### src/sla_pkg.sv
// -----------------------------------------------------------------------------
// sla_pkg: shared types and constants of the semi-Lagrangian advection engine
// Controller states, command and status bundles, defaults and field widths.
// -----------------------------------------------------------------------------
package sla_pkg;

   localparam int GRID_DEF  = 64;
   localparam int GHOST_DEF = 1;

   localparam int CFG_AW    = 4;
   localparam int CFG_DW    = 32;
   localparam int REQ_DW    = 64;
   localparam int RSP_DW    = 32;
   localparam int FRAC_W    = 12;

   localparam logic [1:0] REG_COLS    = 2'd0;
   localparam logic [1:0] REG_ROWS    = 2'd1;
   localparam logic [1:0] REG_SCALE_X = 2'd2;
   localparam logic [1:0] REG_SCALE_Y = 2'd3;

   localparam logic OP_LOAD    = 1'b0;
   localparam logic OP_COMPUTE = 1'b1;

   typedef enum logic [3:0] {
      ST_IDLE,
      ST_DECODE,
      ST_MUL,
      ST_POS,
      ST_RD0,
      ST_RD1,
      ST_RD2,
      ST_RD3,
      ST_LAST,
      ST_BL0,
      ST_BL1,
      ST_DONE
   } sla_state_type;

   typedef struct packed {
      logic       take;
      logic       store;
      logic       vel_read;
      logic       mult;
      logic       trace;
      logic       fld_read;
      logic [1:0] corner;
      logic       row_mac;
      logic       blend0;
      logic       blend1;
      logic       emit;
   } sla_cmd_type;

   typedef struct packed {
      logic is_load;
      logic interior;
      logic out_busy;
   } sla_status_type;

endpackage

### src/sla_ctrl.sv
// -----------------------------------------------------------------------------
// sla_ctrl: sequencing controller
// Steps one item through decode, then a load's store or the velocity read,
// multiply, trace, four corner reads, final blend and result hand-off.
// -----------------------------------------------------------------------------
module sla_ctrl (
   input  logic                    clock,
   input  logic                    reset,
   input  logic                    req_tvalid,
   output logic                    req_tready,
   input  sla_pkg::sla_status_type status,
   output sla_pkg::sla_cmd_type    cmd
);
   import sla_pkg::*;

   sla_state_type state_ff, state_in;

   always_ff @(posedge clock) begin
      if (reset) begin
         state_ff <= ST_IDLE;
      end else begin
         state_ff <= state_in;
      end
   end

   always_comb begin
      state_in   = state_ff;
      cmd        = '0;
      req_tready = 1'b0;
      unique case (state_ff)
         ST_IDLE: begin
            req_tready = 1'b1;
            if (req_tvalid) begin
               cmd.take = 1'b1;
               state_in = ST_DECODE;
            end
         end
         ST_DECODE: begin
            priority if (status.is_load) begin
               cmd.store = 1'b1;
               state_in  = ST_IDLE;
            end else if (!status.interior) begin
               state_in = ST_DONE;
            end else begin
               cmd.vel_read = 1'b1;
               state_in     = ST_MUL;
            end
         end
         ST_MUL: begin
            cmd.mult = 1'b1;
            state_in = ST_POS;
         end
         ST_POS: begin
            cmd.trace = 1'b1;
            state_in  = ST_RD0;
         end
         ST_RD0: begin
            cmd.fld_read = 1'b1;
            cmd.corner   = 2'd0;
            state_in     = ST_RD1;
         end
         ST_RD1: begin
            cmd.fld_read = 1'b1;
            cmd.corner   = 2'd1;
            cmd.row_mac  = 1'b1;
            state_in     = ST_RD2;
         end
         ST_RD2: begin
            cmd.fld_read = 1'b1;
            cmd.corner   = 2'd2;
            cmd.row_mac  = 1'b1;
            state_in     = ST_RD3;
         end
         ST_RD3: begin
            cmd.fld_read = 1'b1;
            cmd.corner   = 2'd3;
            cmd.row_mac  = 1'b1;
            state_in     = ST_LAST;
         end
         ST_LAST: begin
            cmd.row_mac = 1'b1;
            state_in    = ST_BL0;
         end
         ST_BL0: begin
            cmd.blend0 = 1'b1;
            state_in   = ST_BL1;
         end
         ST_BL1: begin
            cmd.blend1 = 1'b1;
            state_in   = ST_DONE;
         end
         ST_DONE: begin
            // hold until the result register is free
            if (!status.out_busy) begin
               cmd.emit = 1'b1;
               state_in = ST_IDLE;
            end
         end
         default: state_in = ST_IDLE;
      endcase
   end

endmodule

### config.mk
export PLATFORM = sky130hd
export DESIGN_NAME = sla_ctrl
export DESIGN_NICKNAME = d
export VERILOG_FILES = /design/src/sla_pkg.sv /design/src/sla_ctrl.sv
export SDC_FILE = /design/constraint.sdc
export NUM_CORES = 1
export LEC_CHECK = 0
export BUFFER_PORTS_ARGS = -buffer_cell sky130_fd_sc_hd__buf_4
export CAP_MARGIN = 15
export CORE_AREA = 2 2 39 41
export DETAILED_ROUTE_END_ITERATION = 10
export DIE_AREA = 0 0 41 43
export SETUP_SLACK_MARGIN = 0.3
export SYNTH_ARGS = -nofsm -noshare
export SYNTH_HDL_FRONTEND = slang
export SYNTH_SLANG_ARGS = --single-unit
### constraint.sdc
create_clock -name clock -period 1.7 [get_ports clock]
set_clock_uncertainty 0.15 [all_clocks]
set_input_delay 0.17 -clock clock [delete_from_list [all_inputs] [get_ports clock]]
set_output_delay 0.17 -clock clock [all_outputs]
set_load 0.02 [all_outputs]
==> results.sh, run 1 <==
export IMPL_yosysWarnings=0
export IMPL_clkTransAtPathRegs_ns=0.04
export IMPL_cts_max_path_buffers=2
export IMPL_tns_ns=0
export IMPL_largest_reg_flops=4
export IMPL_synthArstFlopShare_pct=0
export IMPL_cts_sinks=4
export IMPL_worst_slack_ns=0.09611
export IMPL_layout_min_cycle_time_ns=1.604
export IMPL_synth_seq_area_share_pct=21.92
export IMPL_synthSimpleGateAreaFrac_pct=44.86
export IMPL_whs_ns=0.05247
export IMPL_worstSetupPathType="flip-flop to output pin"
export IMPL_p_total_w=0.0005164
export IMPL_cp_max_fo=7
export IMPL_maxCapViolCount=0
export IMPL_top_register="state_ff"
export IMPL_biggestRegsByFlops="state_ff: 4 flops"
export IMPL_synth_fa_ha_area_share_pct=0
export IMPL_drtAntennaViolNets=0
export IMPL_p_leak_nw=0.3581
export IMPL_pin_count=19
export IMPL_drc=0
export IMPL_fmax_ghz=0.6235
export IMPL_clock_latency_ns=0.24
export IMPL_cts_tree="yes"
export IMPL_synth_compound_area_share_pct=19.18
export IMPL_hpwl_microns=751.9
export IMPL_netlist_area_sq_um=365.4
export IMPL_relSlewSlack_pct=84.35
export IMPL_numPortBuffers=18
export IMPL_grt_max_degree=13
export IMPL_met1_usage_pct=15.61
export IMPL_antenna_found_initial=0
export IMPL_avgSynthCellArea_sq_um=8.303
export IMPL_peakVddDrop_v=0.0003029
export IMPL_synth_enable_flop_cells=0
export IMPL_routed_wl_microns=1364
export IMPL_ys_seq_elements=4
export IMPL_pwr_density_cell_mw_per_mm2=620.7
export IMPL_root_buffer="clkbuf_4"
export IMPL_fp_row_count=14
export IMPL_die_area_sq_mm=0.001763
export IMPL_synth_top_family_by_area="simple AND/OR/NAND/NOR gates"
export IMPL_drive_gt1_share_pct=75.00
export IMPL_grt_usage_pct=14.71
export IMPL_area_delta_synth_final_pct=127.7
export IMPL_post_place_ws_ns=0.2125
export IMPL_met2_usage_pct=23.13
export IMPL_synthDistinctLibCells=27
export IMPL_fin_crit_sh_pct=94.35
export IMPL_worstPathRequired_ns=1.38
export IMPL_synth_mux_area_share_pct=2.740
export IMPL_synth_xor_area_share_pct=2.397
export IMPL_top_usage_layer="met2"
export IMPL_vias=483
export IMPL_synthCells=44
export IMPL_place_gp_congestion=0.7814
export IMPL_start_util_pct=26.40
export IMPL_grt_first_pass_wirelength_microns=1669
export IMPL_die_y_microns=43
export IMPL_drt_iter0_drc=4
export IMPL_overflow=0
export IMPL_hold_viol=0
export IMPL_rsz0062_at_grt="true"
export IMPL_tightest_slew_ns=0.2314
export IMPL_via_per_inst=5.031
export IMPL_synth_main_ff_cell="dfxtp_1"
export IMPL_cts_htree_levels=1
export IMPL_end_kind="output pin"
export IMPL_first_pass_iters=4
export IMPL_dieWidth_microns=41
export IMPL_final_net_count=88
export IMPL_setup_viol=0
export IMPL_wl_per_cell_microns=14.21
export IMPL_syn_num_nets=50
export IMPL_core_area_sq_mm=0.001384
export IMPL_final_core_util_pct=60.13
export IMPL_status="finished, final reports clean"
export IMPL_slew_viol_final=0
export IMPL_met3_usage_pct=3.141
export IMPL_crit_path_start_kind="flip-flop"
export IMPL_numCtsBuffers=3
export IMPL_hp_class="input port to flip-flop"
export IMPL_cp_data_arrival_time_ns=1.28
export IMPL_grt_pass1_vias=403
export IMPL_antenna_cells=0
[power by group]
group | internal, W | total [W] | switching (W)
combinational | 0.000150 | 0.000278 | 0.000128
clock | 0.0000792 | 0.000121 | 0.0000418
sequential | 0.000103 | 0.000117 | 0.0000143
total | 0.000332 | 0.000516 | 0.000184
[logic make-up (layout without fill, tap and decap cells)]
kind of cell	after synthesis	after routing
buffers and inverters	5	41
xor gates and xnor gates	1	1
and+or+nand+nor	25	25
DFF	4	4
muxes	1	1
AOI/OAI and AO/OA	8	8
[routing by layer]
metal,wire [microns],share of wire (%),up-vias
met4,29,2.1,0
met1,547,40,230
met3,52,3.8,4
met2,734,54,16
li1,-,-,233
met5,0,0,-
[placed cells by master (no fill, tap or decap), types with 2 or more instances in the layout]
cell      count
buf_4        21
buf_8         2
buf_6        11
clkbuf_4      3
nor2_1        2
nor3_4        3
or3b_1        2
dfxtp_4       2
nand2_1       3
and2_4        2
[cell usage after synthesis, drive strengths merged (2+ instances only)]
cell    number  area, sq um
nand2        3        11.26
nor2         3        11.26
buf          4        28.78
and2         3        18.77
or3b         2        17.52
dfxtp        4        80.08
nand2b       2        12.51
nor3         5        25.02
a21oi        2        10.01
[area by class of cell]
type / count / area (sq um)
multi-input cells: 35 / 350.3
repair buffers: 37 / 346.6
inverters: 1 / 3.754
flip-flops and latches: 4 / 88.84
fillers: 116 / 551.8
clock buffers: 3 / 22.52
well taps: 16 / 20.02
[final timing paths]
| check | from | end | slack (ns) | depth (start not counted) |
|---|---|---|---|---|
| max | state_ff[3] | cmd[11] | 0.1 | 4 |
| min | req_tvalid | state_ff[0] | 0.05 | 3 |
| max reg2reg | state_ff[2] | state_ff[1] | 0.13 | 6 |
| min reg2reg | state_ff[3] | state_ff[2] | 0.44 | 2 |
[per-stage QoR]
step | cells | cell area (sq um)
5_1_grt | 96 | 832.0
4_1_cts | 88 | 660.6
6_report | 96 | 832.0
3_3_place_gp | 77 | 538.0
3_5_place_dp | 77 | 538.0
2_1_floorplan | 44 | 395.4
[critical path, cell delays in order (launching register included)]
cell and delay [ns]:
dfxtp_4 0.36, buf_8 0.13, nor4_4 0.27, and2_4 0.18
buf_6 0.11
[repair_timing]
| item | CTS | global route |
|---|---|---|
| resized for setup | 12 | 23 |
| hold buffers | 1 | 0 |
| setup buffers | 7 | 8 |
| endpoints found under the setup margin | 14 | 16 |
| endpoints found under the hold margin | 3 | 0 |
| pin swaps | 3 | 9 |
Note: power is estimated with default switching activity, not from simulation.
==> inputs of run 2 (changes only) <==
--- a/config.mk
+++ b/config.mk
@@ -10,6 +10,7 @@
 export CORE_AREA = 2 2 39 41
 export DETAILED_ROUTE_END_ITERATION = 10
 export DIE_AREA = 0 0 41 43
+export RECOVER_POWER = 100
 export SETUP_SLACK_MARGIN = 0.3
 export SYNTH_ARGS = -nofsm -noshare
 export SYNTH_HDL_FRONTEND = slang
==> run 2 against run 1 <==
- core utilization shrank 2.9 points
- routed wire length fell by 0.51%
- count of clock-buffer cells in the layout unchanged
- critical path type unchanged
==> results.sh, run 2 (same netlist as run 1, synthesis figures left out) <==
export IMPL_final_cell_mix="buf_4 (16), buf_6 (9), clkbuf_1 (6)"
export IMPL_core_area_sq_mm=0.001384
export IMPL_grt_usage_pct=14.71
export IMPL_power_frac_seq_pct=23.3
export IMPL_first_pass_iters=4
export IMPL_whs_path_depth=3
export IMPL_drt_iter0_drc=10
export IMPL_fmax_ghz=0.6157
export IMPL_largest_reg_flops=4
export IMPL_top_register="state_ff"
export IMPL_final_common_cell="buf_4"
export IMPL_start_util_pct=26.40
export IMPL_numCtsBuffers=3
export IMPL_holdPathEnd="state_ff[0]"
export IMPL_dieWidth_microns=41
export IMPL_biggestRegsByFlops="state_ff: 4 flops"
export IMPL_drc=0
export IMPL_pwr_density_cell_mw_per_mm2=636.6
export IMPL_status="finished, final reports clean"
export IMPL_die_area_sq_mm=0.001763
export IMPL_relSlewSlack_pct=80.19
export IMPL_power_switching_w=0.0001842
export IMPL_cts_max_path_buffers=2
export IMPL_hold_viol=0
export IMPL_clkTransAtPathRegs_ns=0.04
export IMPL_min_from="req_tvalid"
export IMPL_fp_row_count=14
export IMPL_cp_data_arrival_time_ns=1.30
export IMPL_slew_viol_final=0
export IMPL_antenna_cells=0
export IMPL_setup_viol=0
export IMPL_reg2reg_slack_ns=0.09
export IMPL_cts_sinks=4
export IMPL_maxCapViolCount=0
export IMPL_hp_class="input port to flip-flop"
export IMPL_wl_per_cell_microns=14.14
export IMPL_end_kind="output pin"
export IMPL_grt_pass1_vias=403
export IMPL_comb_power_share_pct=52.2
export IMPL_routed_wl_microns=1357
export IMPL_via_per_inst=5.167
export IMPL_cp_max_fo=3
export IMPL_vias=496
export IMPL_grt_max_degree=13
export IMPL_p_leak_nw=0.3269
export IMPL_worstSetupPathType="flip-flop to output pin"
export IMPL_root_buffer="clkbuf_4"
export IMPL_tightest_slew_ns=0.2972
export IMPL_area_delta_synth_final_pct=116.8
export IMPL_crit_path_start_kind="flip-flop"
export IMPL_r2r_end="state_ff[1]"
export IMPL_whs_ns=0.04678
export IMPL_place_gp_congestion=0.7814
export IMPL_numPortBuffers=18
export IMPL_pin_count=19
export IMPL_p_int_w=0.0003200
export IMPL_fin_crit_sh_pct=95.54
export IMPL_cts_tree="yes"
export IMPL_grt_first_pass_wirelength_microns=1669
export IMPL_hpwl_microns=751.9
export IMPL_tns_ns=0
export IMPL_rsz0062_at_grt="true"
export IMPL_die_y_microns=43
export IMPL_layout_min_cycle_time_ns=1.624
export IMPL_p_clk_share_pct=24.5
export IMPL_antenna_found_initial=0
export IMPL_cts_htree_levels=1
export IMPL_drtAntennaViolNets=0
export IMPL_r2r_cells=6
export IMPL_overflow=0
export IMPL_final_net_count=88
export IMPL_drive_gt1_share_pct=63.75
export IMPL_swShare_pct=36.53
export IMPL_clock_latency_ns=0.24
export IMPL_reg2reg_from="state_ff[2]"
export IMPL_peakVddDrop_v=0.0003030
export IMPL_worstPathRequired_ns=1.38
run 2: cell types whose count changed in the layout (fill, tap and decap cells not counted), sizes merged:
cell,before,now
buf,36,28
clkbuf,3,11
run 2: routing by layer:
| metal | vias up | global-route usage (%) | wire length, microns |
|---|---|---|---|
| li1 | 234 | - | - |
| met1 | 236 | 15.61 | 515 |
| met2 | 21 | 23.13 | 722 |
| met3 | 5 | 3.141 | 80 |
| met4 | 0 | 12.00 | 39 |
| met5 | - | 0 | 0 |
run 2: power groups by stage:
stage               registers (W)  clock network (W)  logic (W)
floorplan                0.000112                  0   0.000124
global placement         0.000118                  0   0.000170
detailed placement       0.000118                  0   0.000171
CTS                      0.000118           0.000124   0.000212
global route             0.000119           0.000129   0.000279
finish                   0.000117           0.000124   0.000263
run 2: worst max-delay path by stage:
| stage | start | to | slack [ns] | depth (start not counted) |
|---|---|---|---|---|
| 2_1_floorplan | state_ff[1] | cmd[10] | 0.08 | 2 |
| 3_3_place_gp | state_ff[3] | cmd[11] | 0.24 | 4 |
| 3_5_place_dp | state_ff[3] | cmd[11] | 0.21 | 4 |
| 4_1_cts | state_ff[2] | cmd[3] | 0.05 | 4 |
| 5_1_grt | state_ff[3] | req_tready | 0.03 | 4 |
| 6_report | state_ff[2] | cmd[3] | 0.08 | 4 |
run 2: cell type report:
type / instances / area, sq um
repair buffers: 37 / 314.1
flip-flops and latches: 4 / 88.84
fillers: 130 / 591.8
well taps: 16 / 20.02
inverters: 1 / 3.754
clock buffers: 3 / 22.52
multi-input cells: 35 / 342.8
run 2: worst max-delay path: stages, from the launching register on:
cell and delay, ns:
dfxtp_2 0.33, buf_6 0.12, or2b_1 0.24, o31ai_2 0.18, clkbuf_2 0.20
run 2: timing repair:
item / CTS / global route
pin swaps: 3 / 9
hold buffers: 1 / 0
endpoints found under the hold margin: 3 / 0
gates resized for setup: 12 / 23
setup buffers: 7 / 8
endpoints found under the setup margin: 14 / 16
run 2: per-stage QoR:
stage | utilization [%] | cell area (sq um) | cells | setup WS (ns) | total power (W)
floorplan | - | 395.4 | 44 | 0.08452 | 0.0002358
global placement | 38.88 | 538.0 | 77 | 0.2448 | 0.0002878
detailed placement | 38.88 | 538.0 | 77 | 0.2125 | 0.0002891
CTS | 47.74 | 660.6 | 88 | 0.04719 | 0.0004539
global route | 57.23 | 792.0 | 96 | 0.03205 | 0.0005269
finish | 57.23 | 792.0 | 96 | 0.07590 | 0.0005042
==> inputs of run 3 (changes only) <==
--- a/config.mk
+++ b/config.mk
@@ -10,6 +10,8 @@
 export CORE_AREA = 2 2 39 41
 export DETAILED_ROUTE_END_ITERATION = 10
 export DIE_AREA = 0 0 41 43
+export GPL_TIMING_DRIVEN = 1
+export MAX_ROUTING_LAYER = met4
 export RECOVER_POWER = 100
 export SETUP_SLACK_MARGIN = 0.3
 export SYNTH_ARGS = -nofsm -noshare
==> run 3 against run 2 <==
- maximum frequency down 2.2%
- core utilization fell by 6.2 points
- sequential share of layout area increased by 1.0 points
- cell count fell by 4.2%
- combinational power shrank 11%
- routed wire length is 0.59% lower
- non-clock buffer count decreased by 4
- sequential power about the same
- clock power barely moved
- worst setup slack got worse by 0.037 ns
- critical endpoint is now state_ff[0]
==> results.sh, run 3 (same netlist as run 1, synthesis figures left out) <==
export IMPL_slew_viol_final=0
export IMPL_path_cells="clkbuf_1 -> clkbuf_4 -> nand3_1 -> a22o_1 -> a221oi_2"
export IMPL_end_kind="flip-flop"
export IMPL_p_total_w=0.0004722
export IMPL_whs_path_depth=3
export IMPL_final_cell_area_sq_um=705.7
export IMPL_grt_usage_pct=15.18
export IMPL_reg2reg_slack_ns=0.04
export IMPL_tightest_slew_ns=0.3314
export IMPL_power_switching_w=0.0001730
export IMPL_cts_htree_levels=1
export IMPL_r2r_cells=5
export IMPL_worst_path_buf_inv=2
export IMPL_holdPathEnd="state_ff[0]"
export IMPL_grt_pass1_vias=400
export IMPL_worstPathRequired_ns=1.69
export IMPL_post_place_ws_ns=0.2125
export IMPL_pin_count=19
export IMPL_top_register="state_ff"
export IMPL_clock_latency_ns=0.24
export IMPL_final_cell_mix="buf_4 (18), buf_6 (8), clkbuf_1 (5)"
export IMPL_cp_max_fo=7
export IMPL_grt_max_degree=13
export IMPL_p_leak_nw=0.2962
export IMPL_setup_viol=0
export IMPL_swShare_pct=36.63
export IMPL_r2r_end="state_ff[0]"
export IMPL_rsz0062_at_grt="true"
export IMPL_biggestRegsByFlops="state_ff: 4 flops"
export IMPL_maxCapViolCount=0
export IMPL_routed_wl_microns=1349
export IMPL_reg2reg_from="state_ff[1]"
export IMPL_min_from="req_tvalid"
export IMPL_crit_path_start_kind="flip-flop"
export IMPL_numCtsBuffers=3
export IMPL_area_delta_synth_final_pct=93.15
export IMPL_final_net_count=84
export IMPL_die_y_microns=43
export IMPL_power_frac_seq_pct=24.7
export IMPL_drc=0
export IMPL_hold_viol=0
export IMPL_crit_path_top_delay_cell="dfxtp_4"
export IMPL_die_area_sq_mm=0.001763
export IMPL_numPortBuffers=18
export IMPL_worstSetupPathType="flip-flop to flip-flop"
export IMPL_pwr_density_cell_mw_per_mm2=669.2
export IMPL_wl_per_cell_microns=14.66
export IMPL_p_int_w=0.0002993
export IMPL_vias=477
export IMPL_drive_gt1_share_pct=61.84
export IMPL_antenna_cells=0
export IMPL_p_clk_share_pct=25.9
export IMPL_peakVddDrop_v=0.0003196
export IMPL_overflow=0
export IMPL_cts_tree="yes"
export IMPL_fp_row_count=14
export IMPL_root_buffer="clkbuf_4"
export IMPL_cts_sinks=4
export IMPL_via_per_inst=5.185
export IMPL_fmax_ghz=0.6019
export IMPL_antenna_found_initial=0
export IMPL_hp_class="input port to flip-flop"
export IMPL_hpwl_microns=751.9
export IMPL_dp_cells=77
export IMPL_core_area_sq_mm=0.001384
export IMPL_final_common_cell="buf_4"
export IMPL_worst_slack_ns=0.03869
export IMPL_start_util_pct=26.40
export IMPL_fin_crit_sh_pct=97.72
export IMPL_place_gp_congestion=0.7922
export IMPL_placed_area_sq_um=538.0
export IMPL_status="finished, final reports clean"
export IMPL_relSlewSlack_pct=77.91
export IMPL_critPathTopFamily="buffers and inverters"
export IMPL_max_stage_delay_ns=0.38
export IMPL_comb_power_share_pct=49.4
export IMPL_grt_first_pass_wirelength_microns=1683
export IMPL_dieWidth_microns=41
export IMPL_cp_data_arrival_time_ns=1.65
export IMPL_drtAntennaViolNets=0
export IMPL_cts_max_path_buffers=2
export IMPL_drt_iter0_drc=10
export IMPL_largest_reg_flops=4
export IMPL_first_pass_iters=2
export IMPL_layout_min_cycle_time_ns=1.661
export IMPL_finalNonFillerCells=92
export IMPL_clkTransAtPathRegs_ns=0.04
-- run 3: cell count changes in the layout (fill, tap and decap cells not counted), moves of 2 or more --
cell,delta
buf_4,+2
buf_8,-2
clkbuf_2,-2
nor3_2,+2
nor3_4,-2
-- run 3: worst max-delay path by stage --
| stage | startpoint | end | slack (ns) | cells after the start |
|---|---|---|---|---|
| 6_report | state_ff[1] | state_ff[0] | 0.04 | 5 |
| 5_1_grt | state_ff[3] | cmd[9] | -0.01 | 4 |
| 4_1_cts | state_ff[2] | cmd[3] | 0.05 | 4 |
| 3_5_place_dp | state_ff[3] | cmd[11] | 0.21 | 4 |
| 3_3_place_gp | state_ff[3] | cmd[11] | 0.24 | 4 |
| 2_1_floorplan | state_ff[1] | cmd[10] | 0.08 | 2 |
-- run 3: metal layers --
metal  global-route usage, %  vias up  wire, microns
met1                   15.92      227            560
met4                   12.00        0             33
met2                   23.13       18            684
li1                        -      228              -
met5                       -        -              0
met3                   3.141        4             70
-- run 3: power by group through the flow --
stage	sequential, W	clock, W	combinational (W)
6_report	0.000117	0.000122	0.000233
3_5_place_dp	0.000118	0	0.000171
3_3_place_gp	0.000118	0	0.000170
4_1_cts	0.000118	0.000124	0.000212
2_1_floorplan	0.000112	0	0.000124
5_1_grt	0.000118	0.000129	0.000246
-- run 3: layout make-up --
class	instances	area (sq um)
inverter	1	3.754
multi-input combinational	35	311.5
tap	16	20.02
fill	143	678.2
clock buffer	3	22.52
sequential	4	86.33
timing repair buffer	33	261.5
-- run 3: metrics by stage --
step	hold WS [ns]	util [%]	TNS (ns)
global placement	0.2286	38.88	0
global route	0.07990	50.99	-0.02037
floorplan	0.08625	-	0
detailed placement	0.2282	38.88	0
CTS	0.04944	47.74	0
finish	0.08058	50.99	0
-- run 3: worst reg2reg max path: cells and delay by family (launching register included) --
kind            cells  cell delay (ns)
compound gates      2             0.46
buf+inv             2             0.52
flops               1             0.38
simple gates        1             0.06
-- run 3: repair_timing --
item,4_1_cts,5_1_grt
hold endpoints to repair,3,0
hold buffers,1,0
resized for setup,12,13
pin swaps,3,12
setup buffers,7,4
endpoints found under the setup margin,14,16
